## config.mk

```make
export PLATFORM = sky130hd
export DESIGN_NAME = seen_beacon_table_top
export DESIGN_NICKNAME = d
export VERILOG_FILES = /design/src/rtl/sbt_pkg.sv /design/src/rtl/seen_beacon_table_top.sv
export SDC_FILE = /design/constraint.sdc
export NUM_CORES = 1
export LEC_CHECK = 0
export ABC_CLOCK_PERIOD_IN_PS = 17800
export BUFFER_PORTS_ARGS = -buffer_cell sky130_fd_sc_hd__buf_2
export CAP_MARGIN = 40
export CORE_MARGIN = 1.5
export CORE_UTILIZATION = 50
export CTS_BUF_LIST = sky130_fd_sc_hd__clkbuf_8
export DETAILED_ROUTE_END_ITERATION = 10
export HOLD_SLACK_MARGIN = 0.08
export MAX_ROUTING_LAYER = met4
export PLACE_DENSITY_LB_ADDON = 0.2
export SETUP_SLACK_MARGIN = 0.5
export SLEW_MARGIN = 40
export SYNTH_ARGS = -nofsm -noshare
export SYNTH_HDL_FRONTEND = slang
export SYNTH_SLANG_ARGS = --single-unit
```

## constraint.sdc

```tcl
create_clock -name i_clk -period 17.8 [get_ports i_clk]
set_clock_uncertainty 0.15 [all_clocks]
set_input_delay 3.56 -clock i_clk [delete_from_list [all_inputs] [get_ports i_clk]]
set_output_delay 3.56 -clock i_clk [all_outputs]
set_load 0.01 [all_outputs]
```

## src/rtl/sbt_pkg.sv

```systemverilog
// shared types and constants for the seen beacon table
package sbt_pkg;

    localparam int TABLE_ENTRIES_DEF = 10;
    localparam logic [31:0] MAX_AGE_RESET = 32'd30000;

    localparam int BODY_W  = 32;
    localparam int TIME_W  = 32;
    localparam int SLOT_W  = 4;
    localparam int COUNT_W = 4;
    localparam int AVG_W   = 8;
    localparam int ID_W    = 8;

    localparam logic CMD_RECORD = 1'b0;
    localparam logic CMD_QUERY  = 1'b1;

    // register word index (paddr[2])
    localparam logic REG_MAX_AGE = 1'b0;

    typedef enum logic [2:0] {
        ST_IDLE,
        ST_READ,
        ST_EVAL,
        ST_WRITE,
        ST_DIV,
        ST_DONE
    } t_state;

endpackage

```

## src/rtl/seen_beacon_table_top.sv

```systemverilog
// seen beacon table: entry scan, aging query and id averaging
//
// input channel: i_in_valid / o_in_stall carry one beat of cmd, body, time_ms.
// a record beat (cmd 0) walks the entries from 0 upward, stops on the first
// body match, else keeps the first entry holding the smallest stamp, and
// writes body and stamp there; the result gives the entry index.
// a query beat (cmd 1) ages every entry against time_ms and max_age, clears
// the aged ones, counts the rest and divides their id byte sum by the count.
// output channel: o_out_valid / i_out_stall carry slot_index, valid_count,
// avg_id; one result beat per input beat.
// sequence: the walk reads one entry at a time (one entry memory port, read data
// registered), then a record write, or for a query a shift-subtract divider
// over the 8+clog2(N+1)-bit id sum (skipped if nothing is valid), then the
// output register is loaded; the block passes through idle before the next
// beat is taken.
// the block takes one item at a time; o_in_stall is high from acceptance
// until the result sits in the output register. a stalled result holds, and
// the next item is accepted while it waits.
// reset clears every entry (per-entry valid bits) and sets max_age to 30000.
// max_age lies at byte address 0 of the apb port; pready is always high.
module seen_beacon_table_top #(
    parameter int TABLE_ENTRIES = sbt_pkg::TABLE_ENTRIES_DEF
) (
    input  logic                         i_clk,
    input  logic                         i_rst_n,

    input  logic                         i_in_valid,
    output logic                         o_in_stall,
    input  logic                         i_cmd,
    input  logic [sbt_pkg::BODY_W-1:0]   i_body,
    input  logic [sbt_pkg::TIME_W-1:0]   i_time_ms,

    output logic                         o_out_valid,
    input  logic                         i_out_stall,
    output logic [sbt_pkg::SLOT_W-1:0]   o_slot_index,
    output logic [sbt_pkg::COUNT_W-1:0]  o_valid_count,
    output logic [sbt_pkg::AVG_W-1:0]    o_avg_id,

    input  logic                         psel,
    input  logic                         penable,
    input  logic                         pwrite,
    input  logic [2:0]                   paddr,
    input  logic [31:0]                  pwdata,
    output logic [31:0]                  prdata,
    output logic                         pready
);
    import sbt_pkg::*;

    localparam int IW = (TABLE_ENTRIES > 1) ? $clog2(TABLE_ENTRIES) : 1;
    localparam int CW = $clog2(TABLE_ENTRIES + 1);
    localparam int SW = ID_W + CW;
    localparam int BW = $clog2(SW + 1);
    localparam logic [IW-1:0] LAST_IDX = IW'(TABLE_ENTRIES - 1);

    // entry memory
    logic [BODY_W-1:0] mem_body  [TABLE_ENTRIES];
    logic [TIME_W-1:0] mem_stamp [TABLE_ENTRIES];
    logic              mem_we;

    t_state                 r_state, n_state;
    logic [TABLE_ENTRIES-1:0] r_vld, n_vld;
    logic                   r_cmd, n_cmd;
    logic [BODY_W-1:0]      r_body, n_body;
    logic [TIME_W-1:0]      r_time, n_time;
    logic [IW-1:0]          r_idx, n_idx;
    logic [IW-1:0]          r_victim, n_victim;
    logic [TIME_W-1:0]      r_smallest, n_smallest;
    logic [SW-1:0]          r_sum, n_sum;
    logic [CW-1:0]          r_count, n_count;
    logic [CW-1:0]          r_rem, n_rem;
    logic [BW-1:0]          r_bit, n_bit;
    logic [31:0]            r_max_age, n_max_age;
    logic                   r_out_vld, n_out_vld;
    logic [SLOT_W-1:0]      r_out_slot, n_out_slot;
    logic [COUNT_W-1:0]     r_out_count, n_out_count;
    logic [AVG_W-1:0]       r_out_avg, n_out_avg;

    logic [BODY_W-1:0]      r_rd_body;
    logic [TIME_W-1:0]      r_rd_stamp;
    logic                   r_rd_vld;

    logic [BODY_W-1:0]      eff_body;
    logic [TIME_W-1:0]      eff_stamp;
    logic [TIME_W-1:0]      age;
    logic [CW:0]            rem_sh;
    logic [CW:0]            rem_diff;
    logic                   cfg_wr;

    assign pready = 1'b1;
    assign cfg_wr = psel && penable && pwrite && (paddr[2] == REG_MAX_AGE);
    assign prdata = (paddr[2] == REG_MAX_AGE) ? r_max_age : 32'd0;

    assign o_in_stall    = (r_state != ST_IDLE);
    assign o_out_valid   = r_out_vld;
    assign o_slot_index  = r_out_slot;
    assign o_valid_count = r_out_count;
    assign o_avg_id      = r_out_avg;

    // entries without a valid bit read as zero
    assign eff_body  = r_rd_vld ? r_rd_body  : '0;
    assign eff_stamp = r_rd_vld ? r_rd_stamp : '0;
    assign age       = r_time - eff_stamp;
    assign rem_sh    = {r_rem, r_sum[SW-1]};
    assign rem_diff  = rem_sh - {1'b0, r_count};

    assign mem_we = (r_state == ST_WRITE);

    always_ff @(posedge i_clk) begin
        if (mem_we) begin
            mem_body[r_victim]  <= r_body;
            mem_stamp[r_victim] <= r_time;
        end
        r_rd_body  <= mem_body[r_idx];
        r_rd_stamp <= mem_stamp[r_idx];
        r_rd_vld   <= r_vld[r_idx];
    end

    always_comb begin
        n_state     = r_state;
        n_vld       = r_vld;
        n_cmd       = r_cmd;
        n_body      = r_body;
        n_time      = r_time;
        n_idx       = r_idx;
        n_victim    = r_victim;
        n_smallest  = r_smallest;
        n_sum       = r_sum;
        n_count     = r_count;
        n_rem       = r_rem;
        n_bit       = r_bit;
        n_max_age   = cfg_wr ? pwdata : r_max_age;
        n_out_vld   = r_out_vld && i_out_stall;
        n_out_slot  = r_out_slot;
        n_out_count = r_out_count;
        n_out_avg   = r_out_avg;

        case (r_state)
            ST_IDLE: begin
                if (i_in_valid) begin
                    n_cmd      = i_cmd;
                    n_body     = i_body;
                    n_time     = i_time_ms;
                    n_idx      = '0;
                    n_victim   = '0;
                    n_smallest = '1;
                    n_sum      = '0;
                    n_count    = '0;
                    n_state    = ST_READ;
                end
            end
            ST_READ: begin
                n_state = ST_EVAL;
            end
            ST_EVAL: begin
                if (r_cmd == CMD_RECORD) begin
                    if (eff_body == r_body) begin
                        n_victim = r_idx;
                        n_state  = ST_WRITE;
                    end else begin
                        if (eff_stamp < r_smallest) begin
                            n_smallest = eff_stamp;
                            n_victim   = r_idx;
                        end
                        if (r_idx == LAST_IDX) begin
                            n_state = ST_WRITE;
                        end else begin
                            n_idx   = IW'(r_idx + 1'b1);
                            n_state = ST_READ;
                        end
                    end
                end else begin
                    if (age > r_max_age) begin
                        n_vld[r_idx] = 1'b0;
                    end else begin
                        n_sum   = SW'(r_sum + SW'(eff_body[ID_W-1:0]));
                        n_count = CW'(r_count + 1'b1);
                    end
                    if (r_idx == LAST_IDX) begin
                        n_rem   = '0;
                        n_bit   = BW'(SW);
                        n_state = ST_DIV;
                    end else begin
                        n_idx   = IW'(r_idx + 1'b1);
                        n_state = ST_READ;
                    end
                end
            end
            ST_WRITE: begin
                n_vld[r_victim] = 1'b1;
                n_sum           = '0;
                n_count         = '0;
                n_state         = ST_DONE;
            end
            ST_DIV: begin
                // restoring divide, quotient shifts into r_sum
                if (r_count == '0) begin
                    n_sum   = '0;
                    n_state = ST_DONE;
                end else begin
                    if (!rem_diff[CW]) begin
                        n_rem = rem_diff[CW-1:0];
                        n_sum = {r_sum[SW-2:0], 1'b1};
                    end else begin
                        n_rem = rem_sh[CW-1:0];
                        n_sum = {r_sum[SW-2:0], 1'b0};
                    end
                    n_bit = BW'(r_bit - 1'b1);
                    if (r_bit == BW'(1)) begin
                        n_state = ST_DONE;
                    end
                end
            end
            ST_DONE: begin
                if (!r_out_vld || !i_out_stall) begin
                    n_out_vld   = 1'b1;
                    n_out_slot  = (r_cmd == CMD_RECORD) ? SLOT_W'(r_victim) : '0;
                    n_out_count = COUNT_W'(r_count);
                    n_out_avg   = AVG_W'(r_sum);
                    n_state     = ST_IDLE;
                end
            end
            default: begin
                n_state = ST_IDLE;
            end
        endcase
    end

    always_ff @(posedge i_clk) begin
        if (!i_rst_n) begin
            r_state   <= ST_IDLE;
            r_vld     <= '0;
            r_max_age <= MAX_AGE_RESET;
            r_out_vld <= 1'b0;
        end else begin
            r_state   <= n_state;
            r_vld     <= n_vld;
            r_max_age <= n_max_age;
            r_out_vld <= n_out_vld;
        end
        r_cmd       <= n_cmd;
        r_body      <= n_body;
        r_time      <= n_time;
        r_idx       <= n_idx;
        r_victim    <= n_victim;
        r_smallest  <= n_smallest;
        r_sum       <= n_sum;
        r_count     <= n_count;
        r_rem       <= n_rem;
        r_bit       <= n_bit;
        r_out_slot  <= n_out_slot;
        r_out_count <= n_out_count;
        r_out_avg   <= n_out_avg;
    end

endmodule

```

==> impl_metrics.csv <==
group,metric,value,unit
synth,synth.largest_area_cell,"edfxtp_1",
setup_path,start_kind,"input port",
setup_path,timing.rr.start,"r_rd_vld",
drt,viasPerCell,5.74,
global_routing,grt_pass1_vias,22100,
synth,synth-main-ff-cell,"edfxtp_1",
pwr,p_leak,15.1,nW
synth,ys_types,71,
cts,htree_levels,4,
cts,cts_tree,"done",
setup_path,critPathMaxFanout,34,
synth,synth_nets,2626,
drt,routed_wl,84200,microns
setup_path,r2r-end,"r_count[1]",
outcome,outcome,"completed",
synth,seq_area_frac_synth,68.9,%
worst_hold_path,holdPathStages,2,
drt,ant_nets,0,
job,maxCapViolations,0,
timing,worst_slack,9780,ps
synth,yosysWarnings,0,
floorplanning,initial_core_util,50.4,%
worst_hold_path,hold_class,"flop to flop",
final_layout,stdcell_area,42200,sq um
timing,setup_violations,0,
global_routing,grt_max_degree,122,
global_routing,grt.total_usage,23.0,%
synth,yosysTopAreaCellShare,63.0,%
synth,syn-mean-instance-area,15.6,sq um
timing,max_freq,125,MHz
timing,period_minus_slack,8020,ps
synth,mappedNetlistArea,37400,sq um
drt,route.detailed.drc,0,
floorplanning,rows,100,
timing,worst_pin_slew,973,ps
setup_path,worstSetupPathType,"input port to primary output",
place,place_area,39400,sq um
drt,first_pass_iters,7,
timing,timing.slew.headroom,35.1,%
final_layout,final_util,56.7,%
floorplanning,die_w,277,microns
worst_hold_path,hold_start,"r_max_age[24]",
synth,async_flop_share,0,%
final_layout,layout.nets,2853,
synth,synth_enable_flop_cells,785,
drt,drtIter0Drc,1538,
floorplanning,die-area,76500,sq um
setup_path,worstPathArrival,4310,ps
timing,rsz0062_at_grt,"no",
cts,cts_setup_buffers,0,
timing,fin_crit_sh,45.0,%
place,hpwl,49200,microns
synth,synth_cells,2401,
global_routing,antenna_found_initial,4,
final_layout,most-common-layout-cells,"edfxtp_1 (785), inv_1 (177), nand2_1 (176)",
cts,cts_resized,0,
final_layout,fillers,5803,
timing,finalSetupTns,0,ps
worst_hold_path,hold_end,"r_max_age[24]",
global_routing,grt_pass1_wl,129000,microns
floorplanning,core_area,74300,sq um
timing,finalHoldViolations,0,
synth,yosys_register_bits,896,
drt,vias,21400,
final_layout,layout-drive-gt1-share,19.9,%
floorplanning,io_pins,158,
final_layout,area_growth,12.6,%
setup_path,reg2regPathDepth,21,
cts,cts_sinks,896,
global_routing,grt_overflow,0,
setup_path,endpoint_kind,"primary output",
place,place_ws,9740,ps
pwr,irDropWorstVdd,0.0650,mV
cts,clk_latency,800,ps
cts,path_clk_slew,60,ps
place,portBuffers,154,
cts,cts_buffers,147,
cts,cts-root-buf,"clkbuf_8",
pwr,powerDensity,110,nW/um^2
timing,finalMaxSlewViolations,0,
setup_path,cp.required,14090,ps
cts,cts.hold.buffers_added,0,
place,gp_congestion,0.842,
cts,clockBufferDepth,3,
final_layout,final_common_cell,"edfxtp_1",
setup_path,rrSetupSlack,10800,ps
drt,wl_per_cell,22.6,microns
floorplanning,die_h,277,microns
synth,ys_top_cells_by_area,"edfxtp_1 (63%), mux4_2 (7.8%), dfxtp_1 (5.9%), ha_1 (3.8%), mux2i_1 (1.8%)",
==> worst max-delay path, stage by stage <==
cell and delay, ps:
buf_2 450, nor2_1 120, buf_2 170
==> sequential cells by signal, summed over array words and instances (netlist names) <==
register / flops
mem_body: 320
o_valid_count: 4
r_rem: 4
r_time: 32
r_bit: 4
o_slot_index: 4
r_body: 32
r_vld: 10
r_max_age: 32
r_idx: 4
r_smallest: 32
mem_stamp: 320
o_out_valid: 1
r_rd_body: 32
r_cmd: 1
o_avg_id: 8
r_sum: 12
r_rd_vld: 1
r_rd_stamp: 32
r_state: 3
r_victim: 4
r_count: 4
==> how the worst max path moves through the flow <==
| stage | startpoint | to | slack (ps) | cells past startpoint |
|---|---|---|---|---|
| 2_1_floorplan | paddr[2] | prdata[10] | 9960 | 3 |
| 3_3_place_gp | paddr[2] | prdata[29] | 9760 | 3 |
| 3_5_place_dp | paddr[2] | prdata[28] | 9740 | 3 |
| 4_1_cts | paddr[2] | prdata[28] | 9740 | 3 |
| 5_1_grt | paddr[2] | prdata[28] | 9670 | 3 |
| 6_report | paddr[2] | prdata[28] | 9780 | 3 |
==> synth_stat cells, types with 4 or more instances <==
| cell type | instances |
|---|---|
| edfxtp_1 | 785 |
| nand2_1 | 176 |
| mux4_2 | 130 |
| a21oi_1 | 127 |
| inv_1 | 125 |
| ha_1 | 115 |
| dfxtp_1 | 111 |
| nor2_1 | 96 |
| clkbuf_1 | 82 |
| and2_1 | 80 |
| a211oi_1 | 71 |
| mux2i_1 | 69 |
| o21ai_0 | 59 |
| xnor2_1 | 45 |
| a21o_1 | 38 |
| nand3_1 | 28 |
| a21boi_0 | 27 |
| buf_2 | 19 |
| nand4_1 | 17 |
| nor2b_1 | 15 |
| xor2_1 | 14 |
| a41oi_1 | 13 |
| nor3_1 | 12 |
| a22oi_1 | 11 |
| o211ai_1 | 11 |
| o21a_1 | 10 |
| and3_1 | 9 |
| buf_1 | 8 |
| o31ai_1 | 8 |
| or3_1 | 6 |
| a31o_2 | 5 |
| nor4bb_1 | 5 |
| or2_2 | 5 |
| a211o_1 | 4 |
| nand2b_1 | 4 |
| o21bai_1 | 4 |
==> routing by layer <==
layer	vias to the layer above	track usage, %	routed length [microns]
li1	9704	-	-
met1	10800	29.4	36200
met2	647	37.0	41100
met3	156	3.95	4550
met4	0	8.85	2370
met5	-	-	0
==> cell families (layout without fill, tap and decap cells) <==
logic type	Yosys count	count (layout)	synth area share (%)
XOR/XNOR	59	59	1.38
flip-flops	896	896	68.9
adder cells (fa/ha/maj)	118	118	4.01
multiplexers	200	200	9.70
buffers and inverters	235	581	2.43
AO/OA/AOI/OAI	423	423	7.52
other	1	5	0.0100
AND/OR/NAND/NOR	469	469	6.03
==> through the flow <==
step | total power [mW] | std cells | hold WS (ps)
global route | 4.86 | 3718 | 333
detailed placement | 3.03 | 3448 | 311
finish | 4.66 | 3720 | 317
CTS | 4.71 | 3716 | 319
floorplan | 2.86 | 2401 | 276
global placement | 3.01 | 3446 | 302
==> power breakdown <==
part	switching (mW)	total (mW)	internal [mW]
combinational	0.309	0.547	0.237
sequential	0.0761	2.44	2.36
clock	0.803	1.67	0.866
total	1.19	4.66	3.47
==> cell type report <==
cell class              count  area [sq um]  area share [%]
clock buffers             158          2170            5.16
repair buffers            188          1100            2.60
multi-input cells        1270         10800            25.7
flip-flops and latches    896         25800            61.2
clock inverters           110           569            1.35
well taps                 969          1210            2.88
diodes                      4          10.0          0.0237
inverters                 125           470            1.12
Note: power is estimated with default switching activity, not from simulation.
